==> config.mk <==
export PLATFORM = sky130hd
export DESIGN_NAME = key_tap_hold_gesture_fsm_top
export DESIGN_NICKNAME = d
export VERILOG_FILES = /design/src/rtl/kthg_pkg.sv /design/src/rtl/kthg_cfg_regs.sv /design/src/rtl/kthg_gesture.sv /design/src/rtl/key_tap_hold_gesture_fsm_top.sv
export SDC_FILE = /design/constraint.sdc
export NUM_CORES = 1
export LEC_CHECK = 0
export BUFFER_PORTS_ARGS = -buffer_cell sky130_fd_sc_hd__buf_2
export CAP_MARGIN = 20
export CORE_ASPECT_RATIO = 2
export CORE_MARGIN = 5
export CORE_UTILIZATION = 50
export DETAILED_ROUTE_END_ITERATION = 8
export GPL_TIMING_DRIVEN = 0
export PLACE_DENSITY = 0.77
export SETUP_SLACK_MARGIN = 0.5
export SLEW_MARGIN = 40
export SYNTH_ARGS = -nofsm -noshare
export SYNTH_HDL_FRONTEND = slang
export SYNTH_HIERARCHICAL = 1
export SYNTH_SLANG_ARGS = --single-unit
==> constraint.sdc <==
create_clock -name clk_i -period 4.51 [get_ports clk_i]
set_input_delay 0.902 -clock clk_i [delete_from_list [all_inputs] [get_ports clk_i]]
set_output_delay 0.902 -clock clk_i [all_outputs]
set_load 0.005 [all_outputs]
==> src/rtl/kthg_pkg.sv <==
// Shared types and constants of the key tap/hold gesture block.
// No dependencies.
`default_nettype none

package kthg_pkg;

  localparam int unsigned TIME_WIDTH_DEFAULT = 32;
  localparam int unsigned NOW_WIDTH          = 32;
  localparam int unsigned CFG_DATA_WIDTH     = 16;
  localparam int unsigned CFG_INDEX_WIDTH    = 2;

  localparam logic [15:0] HOLD_THRESHOLD_RESET = 16'd350;
  localparam logic [15:0] TAP_WINDOW_RESET     = 16'd400;

  typedef enum logic [2:0] {
    PH_IDLE    = 3'd0,
    PH_PRESSED = 3'd1,
    PH_AWAIT   = 3'd2,
    PH_LATCHED = 3'd3,
    PH_DRAIN   = 3'd4
  } phase_e;

  typedef enum logic [1:0] {
    FN_KEY_DOWN = 2'd0,
    FN_KEY_UP   = 2'd1,
    FN_EXPIRY   = 2'd2,
    FN_CANCEL   = 2'd3
  } func_e;

  typedef enum logic [1:0] {
    ACT_START   = 2'd0,
    ACT_COMMIT  = 2'd1,
    ACT_DISCARD = 2'd2
  } action_e;

  localparam logic [CFG_INDEX_WIDTH-1:0] CFG_IDX_DOUBLE_TAP = 2'd0;
  localparam logic [CFG_INDEX_WIDTH-1:0] CFG_IDX_HOLD       = 2'd1;
  localparam logic [CFG_INDEX_WIDTH-1:0] CFG_IDX_WINDOW     = 2'd2;

  typedef struct packed {
    logic        double_tap_mode;
    logic [15:0] hold_threshold_ticks;
    logic [15:0] tap_window_ticks;
  } cfg_t;

  typedef struct packed {
    logic        action_valid;
    action_e     action;
    logic        active;
    logic        deadline_pending;
    logic [31:0] pending_deadline;
  } result_t;

endpackage

`default_nettype wire

==> src/rtl/kthg_cfg_regs.sv <==
// Configuration register file of the key tap/hold gesture block.
// Depends on kthg_pkg.
`default_nettype none

module kthg_cfg_regs
  import kthg_pkg::*;
(
  input  wire logic                       clk_i,
  input  wire logic                       rst_ni,
  input  wire logic                       cfg_valid_i,
  input  wire logic [CFG_INDEX_WIDTH-1:0] cfg_index_i,
  input  wire logic [CFG_DATA_WIDTH-1:0]  cfg_data_i,
  output cfg_t                            cfg_o
);

  cfg_t cfg_q, cfg_d;

  always_comb begin
    cfg_d = cfg_q;
    if (cfg_valid_i) begin
      unique case (cfg_index_i)
        CFG_IDX_DOUBLE_TAP: cfg_d.double_tap_mode      = cfg_data_i[0];
        CFG_IDX_HOLD:       cfg_d.hold_threshold_ticks = cfg_data_i;
        CFG_IDX_WINDOW:     cfg_d.tap_window_ticks     = cfg_data_i;
        default:            cfg_d = cfg_q;  // unmapped index: drop the write
      endcase
    end
  end

  always_ff @(posedge clk_i or negedge rst_ni) begin
    if (!rst_ni) begin
      cfg_q.double_tap_mode      <= 1'b0;
      cfg_q.hold_threshold_ticks <= HOLD_THRESHOLD_RESET;
      cfg_q.tap_window_ticks     <= TAP_WINDOW_RESET;
    end else begin
      cfg_q <= cfg_d;
    end
  end

  assign cfg_o = cfg_q;

endmodule

`default_nettype wire

==> src/rtl/kthg_gesture.sv <==
// Gesture phase machine: state registers, next-state and result logic.
// Depends on kthg_pkg.
`default_nettype none

module kthg_gesture
  import kthg_pkg::*;
#(
  parameter int unsigned TIME_WIDTH = TIME_WIDTH_DEFAULT
) (
  input  wire logic                  clk_i,
  input  wire logic                  rst_ni,
  input  wire logic                  step_i,
  input  wire func_e                 func_i,
  input  wire logic [TIME_WIDTH-1:0] now_i,
  input  wire cfg_t                  cfg_i,
  output result_t                    result_o
);

  localparam int unsigned OUT_BITS = (TIME_WIDTH < 32) ? TIME_WIDTH : 32;

  phase_e                phase_q, phase_d;
  logic [TIME_WIDTH-1:0] press_time_q, press_time_d;
  logic [1:0]            tap_count_q, tap_count_d;
  logic [TIME_WIDTH-1:0] tap_deadline_q, tap_deadline_d;
  logic                  act;
  action_e               code;

  logic [TIME_WIDTH-1:0] held;
  logic [TIME_WIDTH-1:0] since_deadline;
  logic [1:0]            taps_needed;
  logic                  is_hold;
  logic                  expired;

  // Wrapping differences, read as signed.
  assign held           = now_i - press_time_q;
  assign since_deadline = now_i - tap_deadline_q;
  assign taps_needed    = cfg_i.double_tap_mode ? 2'd2 : 2'd1;
  assign is_hold        = !held[TIME_WIDTH-1] &&
                          (held >= TIME_WIDTH'(cfg_i.hold_threshold_ticks));
  assign expired        = !since_deadline[TIME_WIDTH-1];

  // Next state and action of the event.
  always_comb begin
    phase_d        = phase_q;
    press_time_d   = press_time_q;
    tap_count_d    = tap_count_q;
    tap_deadline_d = tap_deadline_q;
    act            = 1'b0;
    code           = ACT_START;
    unique case (func_i)
      FN_KEY_DOWN: begin
        priority if (phase_q == PH_IDLE) begin
          phase_d      = PH_PRESSED;
          press_time_d = now_i;
          tap_count_d  = 2'd1;
          act          = 1'b1;
          code         = ACT_START;
        end else if (phase_q == PH_AWAIT) begin
          phase_d      = PH_PRESSED;
          press_time_d = now_i;
          tap_count_d  = 2'd2;
        end else if (phase_q == PH_LATCHED) begin
          phase_d = PH_DRAIN;
          act     = 1'b1;
          code    = ACT_COMMIT;
        end else begin
          phase_d = phase_q;
        end
      end
      FN_KEY_UP: begin
        priority if (phase_q == PH_PRESSED) begin
          priority if (is_hold) begin
            phase_d = PH_IDLE;
            act     = 1'b1;
            code    = ACT_COMMIT;
          end else if (tap_count_q >= taps_needed) begin
            phase_d = PH_LATCHED;
          end else begin
            phase_d        = PH_AWAIT;
            tap_deadline_d = now_i + TIME_WIDTH'(cfg_i.tap_window_ticks);
          end
        end else if (phase_q == PH_DRAIN) begin
          phase_d = PH_IDLE;
        end else begin
          phase_d = phase_q;
        end
      end
      FN_EXPIRY: begin
        if (phase_q == PH_AWAIT && expired) begin
          phase_d = PH_IDLE;
          act     = 1'b1;
          code    = ACT_DISCARD;
        end
      end
      FN_CANCEL: begin
        if (phase_q != PH_IDLE) begin
          act  = 1'b1;
          code = ACT_DISCARD;
        end
        phase_d = PH_IDLE;
      end
      default: phase_d = phase_q;
    endcase
  end

  // Result fields follow the phase after the event.
  always_comb begin
    result_o.action_valid     = act;
    result_o.action           = act ? code : ACT_START;
    result_o.active           = (phase_d != PH_IDLE);
    result_o.deadline_pending = (phase_d == PH_AWAIT);
    result_o.pending_deadline = (phase_d == PH_AWAIT) ?
                                32'(tap_deadline_d[OUT_BITS-1:0]) : 32'd0;
  end

  always_ff @(posedge clk_i or negedge rst_ni) begin
    if (!rst_ni) begin
      phase_q        <= PH_IDLE;
      press_time_q   <= '0;
      tap_count_q    <= 2'd0;
      tap_deadline_q <= '0;
    end else if (step_i) begin
      phase_q        <= phase_d;
      press_time_q   <= press_time_d;
      tap_count_q    <= tap_count_d;
      tap_deadline_q <= tap_deadline_d;
    end
  end

endmodule

`default_nettype wire

==> src/rtl/key_tap_hold_gesture_fsm_top.sv <==
// Key tap/hold gesture block: requests pass an input register, then a result register.
// Throughput one request per cycle when results are not stalled; the phase update is
// a single subtract-compare between the two registers, so back-to-back requests flow.
// A stalled result register holds; the input register then takes one more request.
// Reset (rst_ni, asynchronous, active low) clears phase, times, tap count and valids,
// and sets the registers to single-tap mode, 350-tick hold and 400-tick window.
`default_nettype none

module key_tap_hold_gesture_fsm_top
  import kthg_pkg::*;
#(
  parameter int unsigned TIME_WIDTH = TIME_WIDTH_DEFAULT
) (
  input  wire logic                       clk_i,
  input  wire logic                       rst_ni,
  // request stream
  input  wire logic                       s_axis_tvalid,
  output logic                            s_axis_tready,
  input  wire logic [31:0]                s_axis_tdata,  // [31:0] now
  input  wire logic [1:0]                 s_axis_tuser,  // [1:0] func
  // result stream
  output logic                            m_axis_tvalid,
  input  wire logic                       m_axis_tready,
  // [0] active, [1] deadline_pending, [33:2] pending_deadline, [39:34] zero
  output logic [39:0]                     m_axis_tdata,
  // [0] action_valid, [2:1] action
  output logic [2:0]                      m_axis_tuser,
  // configuration writes
  input  wire logic                       cfg_valid_i,
  output logic                            cfg_ready_o,
  input  wire logic [CFG_INDEX_WIDTH-1:0] cfg_index_i,
  input  wire logic [CFG_DATA_WIDTH-1:0]  cfg_data_i
);

  // Only the low bits of the tick counter that fit the internal time width are used.
  localparam int unsigned IN_BITS = (TIME_WIDTH < NOW_WIDTH) ? TIME_WIDTH : NOW_WIDTH;

  cfg_t                  cfg;
  result_t               result;

  // Input register.
  logic                  in_valid_q, in_valid_d;
  func_e                 func_q;
  logic [TIME_WIDTH-1:0] now_q;

  // Result register.
  logic                  out_valid_q, out_valid_d;
  result_t               out_q;

  logic                  in_fire;
  logic                  step;

  // Advance the input stage whenever the result register is free or being drained.
  assign step          = in_valid_q && (!out_valid_q || m_axis_tready);
  assign s_axis_tready = !in_valid_q || step;
  assign in_fire       = s_axis_tvalid && s_axis_tready;
  assign cfg_ready_o   = 1'b1;

  assign in_valid_d  = in_fire || (in_valid_q && !step);
  assign out_valid_d = step || (out_valid_q && !m_axis_tready);

  always_ff @(posedge clk_i or negedge rst_ni) begin
    if (!rst_ni) begin
      in_valid_q  <= 1'b0;
      out_valid_q <= 1'b0;
    end else begin
      in_valid_q  <= in_valid_d;
      out_valid_q <= out_valid_d;
    end
  end

  // Capture the request: keep the usable low bits of the time stamp.
  always_ff @(posedge clk_i) begin
    if (in_fire) begin
      func_q <= func_e'(s_axis_tuser);
      now_q  <= TIME_WIDTH'(s_axis_tdata[IN_BITS-1:0]);
    end
  end

  // Hold the result until the consumer takes it.
  always_ff @(posedge clk_i) begin
    if (step) begin
      out_q <= result;
    end
  end

  kthg_cfg_regs u_cfg (
    .clk_i       (clk_i),
    .rst_ni      (rst_ni),
    .cfg_valid_i (cfg_valid_i),
    .cfg_index_i (cfg_index_i),
    .cfg_data_i  (cfg_data_i),
    .cfg_o       (cfg)
  );

  kthg_gesture #(
    .TIME_WIDTH (TIME_WIDTH)
  ) u_gesture (
    .clk_i    (clk_i),
    .rst_ni   (rst_ni),
    .step_i   (step),
    .func_i   (func_q),
    .now_i    (now_q),
    .cfg_i    (cfg),
    .result_o (result)
  );

  assign m_axis_tvalid = out_valid_q;
  assign m_axis_tdata  = {6'd0, out_q.pending_deadline, out_q.deadline_pending, out_q.active};
  assign m_axis_tuser  = {out_q.action, out_q.action_valid};

endmodule

`default_nettype wire

==> PnR_summary.wiki <==
{| class="wikitable"
! Metric !! Value
|-
| Core utilization of the finished layout || between 60% and 70%
|-
| CP Class || flip-flop to flip-flop
|-
| Number of DRC violations after detailed-routing iteration 0 || ~690
|-
| Nature of the critical path endpoint || flip-flop
|-
| Placed insts || 1483
|-
| Core footprint || 22400 sq um
|-
| Maximum number of buffers from clock root to sink || 2
|-
| Setup TNS || -38.84 ns
|-
| Termination of the worst setup path || m_axis_tdata[10]
|-
| IO Pins || 103
|-
| Port Buffers || 95
|-
| Number of distinct library cells after synthesis || a little under 80
|-
| Detail-routed via count per cell || around 5.9
|-
| Met2 usage || a little under two fifths
|-
| Die Y-Extent || between 200 and 250 um
|-
| Number of flops mapped to enable cells by yosys || 71
|-
| Clock tree from TritonCTS || built
|-
| Cts-stage hold buffer count || 0
|-
| Number of antenna cells inserted || 0
|-
| Number of iterations in the first detailed-routing pass || 5
|-
| Global routing met3 resource utilization || 3.43%
|-
| Worst slew margin relative to its limit || between 40% and 50%
|-
| Violations in the final reports || setup timing
|-
| Top library cells by usage in the layout, fill and taps aside || inv_1, dfrtp_1, buf_2
|-
| Class of the tightest hold or removal check || primary input to async pin
|-
| GRT Residual Overflow || 0
|-
| GR peak layer || met2
|-
| Compound-gate portion of the synthesized area || roughly 16%
|-
| Count of synthesis-stage warnings from yosys || 6
|-
| TritonCTS buffer count || 17
|-
| Setup repair after global routing missed its margin || true
|-
| Fraction of registers with async set/reset || approximately 59%
|-
| Number of maximum-capacitance violations || 0
|-
| Half-perimeter wire length of the detailed placement result || 22100 um
|-
| Crit path setup slack, layout || -0.616 ns
|-
| Most frequent standard cell in the layout excluding fill and tap cells || inv_1
|-
| Wire length of the first global-routing pass || 46000 um
|-
| Clock Sink Count || ~180
|-
| Synthesized cell area || 11300 sq um
|-
| RePlAce Congestion || 0.936
|-
| Flip-flop and latch count after synthesis || 175
|-
| Dominant register cell in the synthesized netlist || dfrtp_1
|-
| Global Route met1 Usage || a little over a quarter
|-
| Pin count of the biggest net entering global routing || 66
|-
| Reg-to-Reg Start || now_q[5]
|-
| Worst-Skew Late Latency || ~0.45 ns
|-
| Routed len/inst || 19.3 um
|-
| Nature of the critical path startpoint || flip-flop
|-
| Maximum level of the CTS H-tree || 4
|-
| Hold slack final || about 0.33 ns
|-
| Main combinational cell family by area after synthesis || compound AO/OA/AOI/OAI gates
|-
| Minimum clock period after layout || 5.13 ns
|-
| Setup violations, final || 70
|-
| Timing startpoint of the critical path || now_q[5]
|-
| Share of the clock period used by the worst path || 114%
|-
| Worst Skew || approximately 0.012 ns
|-
| Number of placement rows || between 70 and 80
|-
| Register-to-Register Path Depth || 22
|-
| Count of final max-slew check failures || 0
|-
| Post-synthesis share of cell area spent on full adders, half adders and majority gates || 10.9%
|-
| Multiplexer share of the synthesized area || approximately a tenth
|-
| Actual slew at the worst max-slew pin || about 0.85 ns
|-
| Setup slack of the worst register-to-register path || -0.62 ns
|-
| Fraction of the yosys area taken by sequential cells || around two fifths
|-
| Final hold violations || 0
|-
| Capture point of the worst reg-to-reg path || m_axis_tdata[10]
|-
| Mapped Cells || 1101
|-
| Status || finished with violations
|-
| Maximum fanout count along the critical path || 5
|-
| Total power divided by cell area || ~610 nW/um^2
|-
| XOR/XNOR Fraction of Synth Area || under 10%
|-
| Horizontal extent of the die || around 120 um
|-
| Area fraction in and, or, nand and nor cells after synthesis || approximately an eighth
|-
| CTS Root Cell || clkbuf_16
|-
| Via count of the first global-routing pass || a little over 9000
|-
| Data arrival time of the critical path || 5.43 ns
|-
| Leakage power summed over all cells || 6.04 nW
|-
| Highest clock rate || slightly below 0.2 GHz
|-
| Post-route standard cell area excluding fillers || around 14000 sq um
|-
| Nets || between 1000 and 1500
|-
| Final routed wirelength across all metal layers || roughly 30000 um
|-
| Number of antenna-violating nets in the routed design || 0
|-
| Proportion of layout cells with a drive suffix above 1 || ~29%
|-
| Overall via count from detail_route || approximately 9100
|-
| Total die area || ~26000 sq um
|-
| Clk pin slew, worst setup/hold paths || roughly 0.070 ns
|-
| Data required time at the worst endpoint || just under 5 ns
|-
| Antenna violations before repair || 0
|-
| Number of DRC violations after detailed routing || 0
|-
| Layout area overhead || 21.5%
|-
| Mean instance size in the synthesized netlist || about 10 sq um
|-
| Initial Utilization || 50.3%
|-
| Non-Filler Instances || 1546
|-
| Maximum vdd ir drop || roughly 0.4 mV
|-
| Post-DP Area || roughly 12000 sq um
|-
| Total global-route track usage || ~23%
|}
[power breakdown]
group          switching (mW)  leakage [nW]  internal (mW)  total (mW)
clock                   0.652         0.272          0.805        1.46
combinational            2.59          3.80           2.00        4.60
sequential              0.267          1.96           2.07        2.33
[repair_timing]
| action | 4_1_cts | 5_1_grt |
|---|---|---|
| pin swaps | 13 | 10 |
| setup buffers | 22 | 6 |
| resized for setup | 70 | 49 |
| gates cloned | 1 | 2 |
| setup endpoints to repair | 70 | 70 |
[through the flow]
step	total power, mW	worst slack (ns)
final	8.39	-0.616
after CTS	8.02	-0.564
after global routing	8.94	-0.718
after detailed placement	6.18	-1.16
after global placement	6.01	-1.15
after floorplan	5.15	0.0961
[synth_stat cells, drive strengths merged, types with 3 or more instances]
cell	n	area [sq um]
inv	98	368
dfrtp	95	2380
ha	95	1190
a21oi	91	455
mux2	90	1090
edfxtp	71	2130
o21ai	70	350
nand2	56	210
nor2	56	210
nand3	45	225
xnor2	34	298
clkbuf	28	105
nor3	23	125
a211oi	20	180
buf	18	128
nand2b	17	106
a21o	16	120
o21a	13	97.6
xor2	13	114
a31oi	12	75.1
nand4	12	75.1
and2	9	58.8
and3	9	56.3
dfstp	9	236
mux2i	6	60.1
nor2b	6	37.5
o21bai	6	45.0
a211o	5	43.8
and4	5	43.8
nand3b	5	75.1
nor4	5	31.3
o211ai	5	37.5
o31a	5	43.8
or3	5	31.3
a2111oi	3	51.3
a41oi	3	26.3
o2111ai	3	26.3
o221ai	3	26.3
o31ai	3	36.3
[registers in the layout (all words and copies together) (netlist names)]
signal,cells
func_q,2
u_gesture/phase_q,3
in_valid_q,1
u_gesture/tap_count_q,2
u_gesture/press_time_q,32
m_axis_tvalid,1
u_gesture/tap_deadline_q,32
now_q,32
u_cfg/cfg_o,33
m_axis_tdata,34
m_axis_tuser,3
[per-layer routing]
layer  share of wire, %  vias up
met3                4.9       93
met4                5.3        0
met5                  0        -
li1                   -     4298
met1                 39     4313
met2                 50      352
[area by class of cell]
type                            instances  area (sq um)
Inverter                               98           368
Clock inverter                         12           124
Buffer                                 46           357
Clock buffer                           20           458
Tap cell                              280           350
Sequential cell                       175          4750
Timing Repair Buffer                  128           883
Fill cell                            1775          8710
Multi-Input combinational cell        787          6450
[critical path, cell delays in order, from the launching register on]
cell       delay [ns]
edfxtp_1         0.45
ha_4             0.25
buf_6            0.11
a21o_1           0.19
or3_4            0.33
o21a_1           0.18
a21o_1           0.18
a21oi_2          0.19
o21bai_1         0.09
a21oi_1          0.19
xnor2_1          0.10
ha_2             0.18
a211oi_2         0.17
nor2_1           0.08
nor2_2           0.18
o2111ai_2        0.20
a211oi_2         0.35
o2111ai_2        0.22
o41a_1           0.48
a211o_4          0.43
buf_8            0.17
clkbuf_16        0.15
a21oi_2          0.10
[how the worst min path moves through the flow]
stage / slack, ns / endpoint / startpoint / cells past startpoint
2_1_floorplan: 0.45 / u_gesture/press_time_q[23] / u_gesture/press_time_q[23] / 2
3_3_place_gp: 0.46 / u_gesture/tap_count_q[0] / u_gesture/tap_count_q[0] / 2
3_5_place_dp: 0.48 / u_gesture/press_time_q[23] / u_gesture/press_time_q[23] / 2
4_1_cts: 0.32 / u_gesture/tap_deadline_q[0] / rst_ni / 1
5_1_grt: 0.34 / u_gesture/tap_deadline_q[2] / rst_ni / 1
6_report: 0.33 / u_gesture/tap_deadline_q[2] / rst_ni / 1
[cell families after synthesis]
kind of cell               Yosys count
AOI/OAI and AO/OA                  279
xor gates and xnor gates            47
adders and majority gates           97
buffers and inverters              144
DFF                                175
muxes                               96
other                                2
and+or+nand+nor                    261
Note: power is estimated with default switching activity, not from simulation.
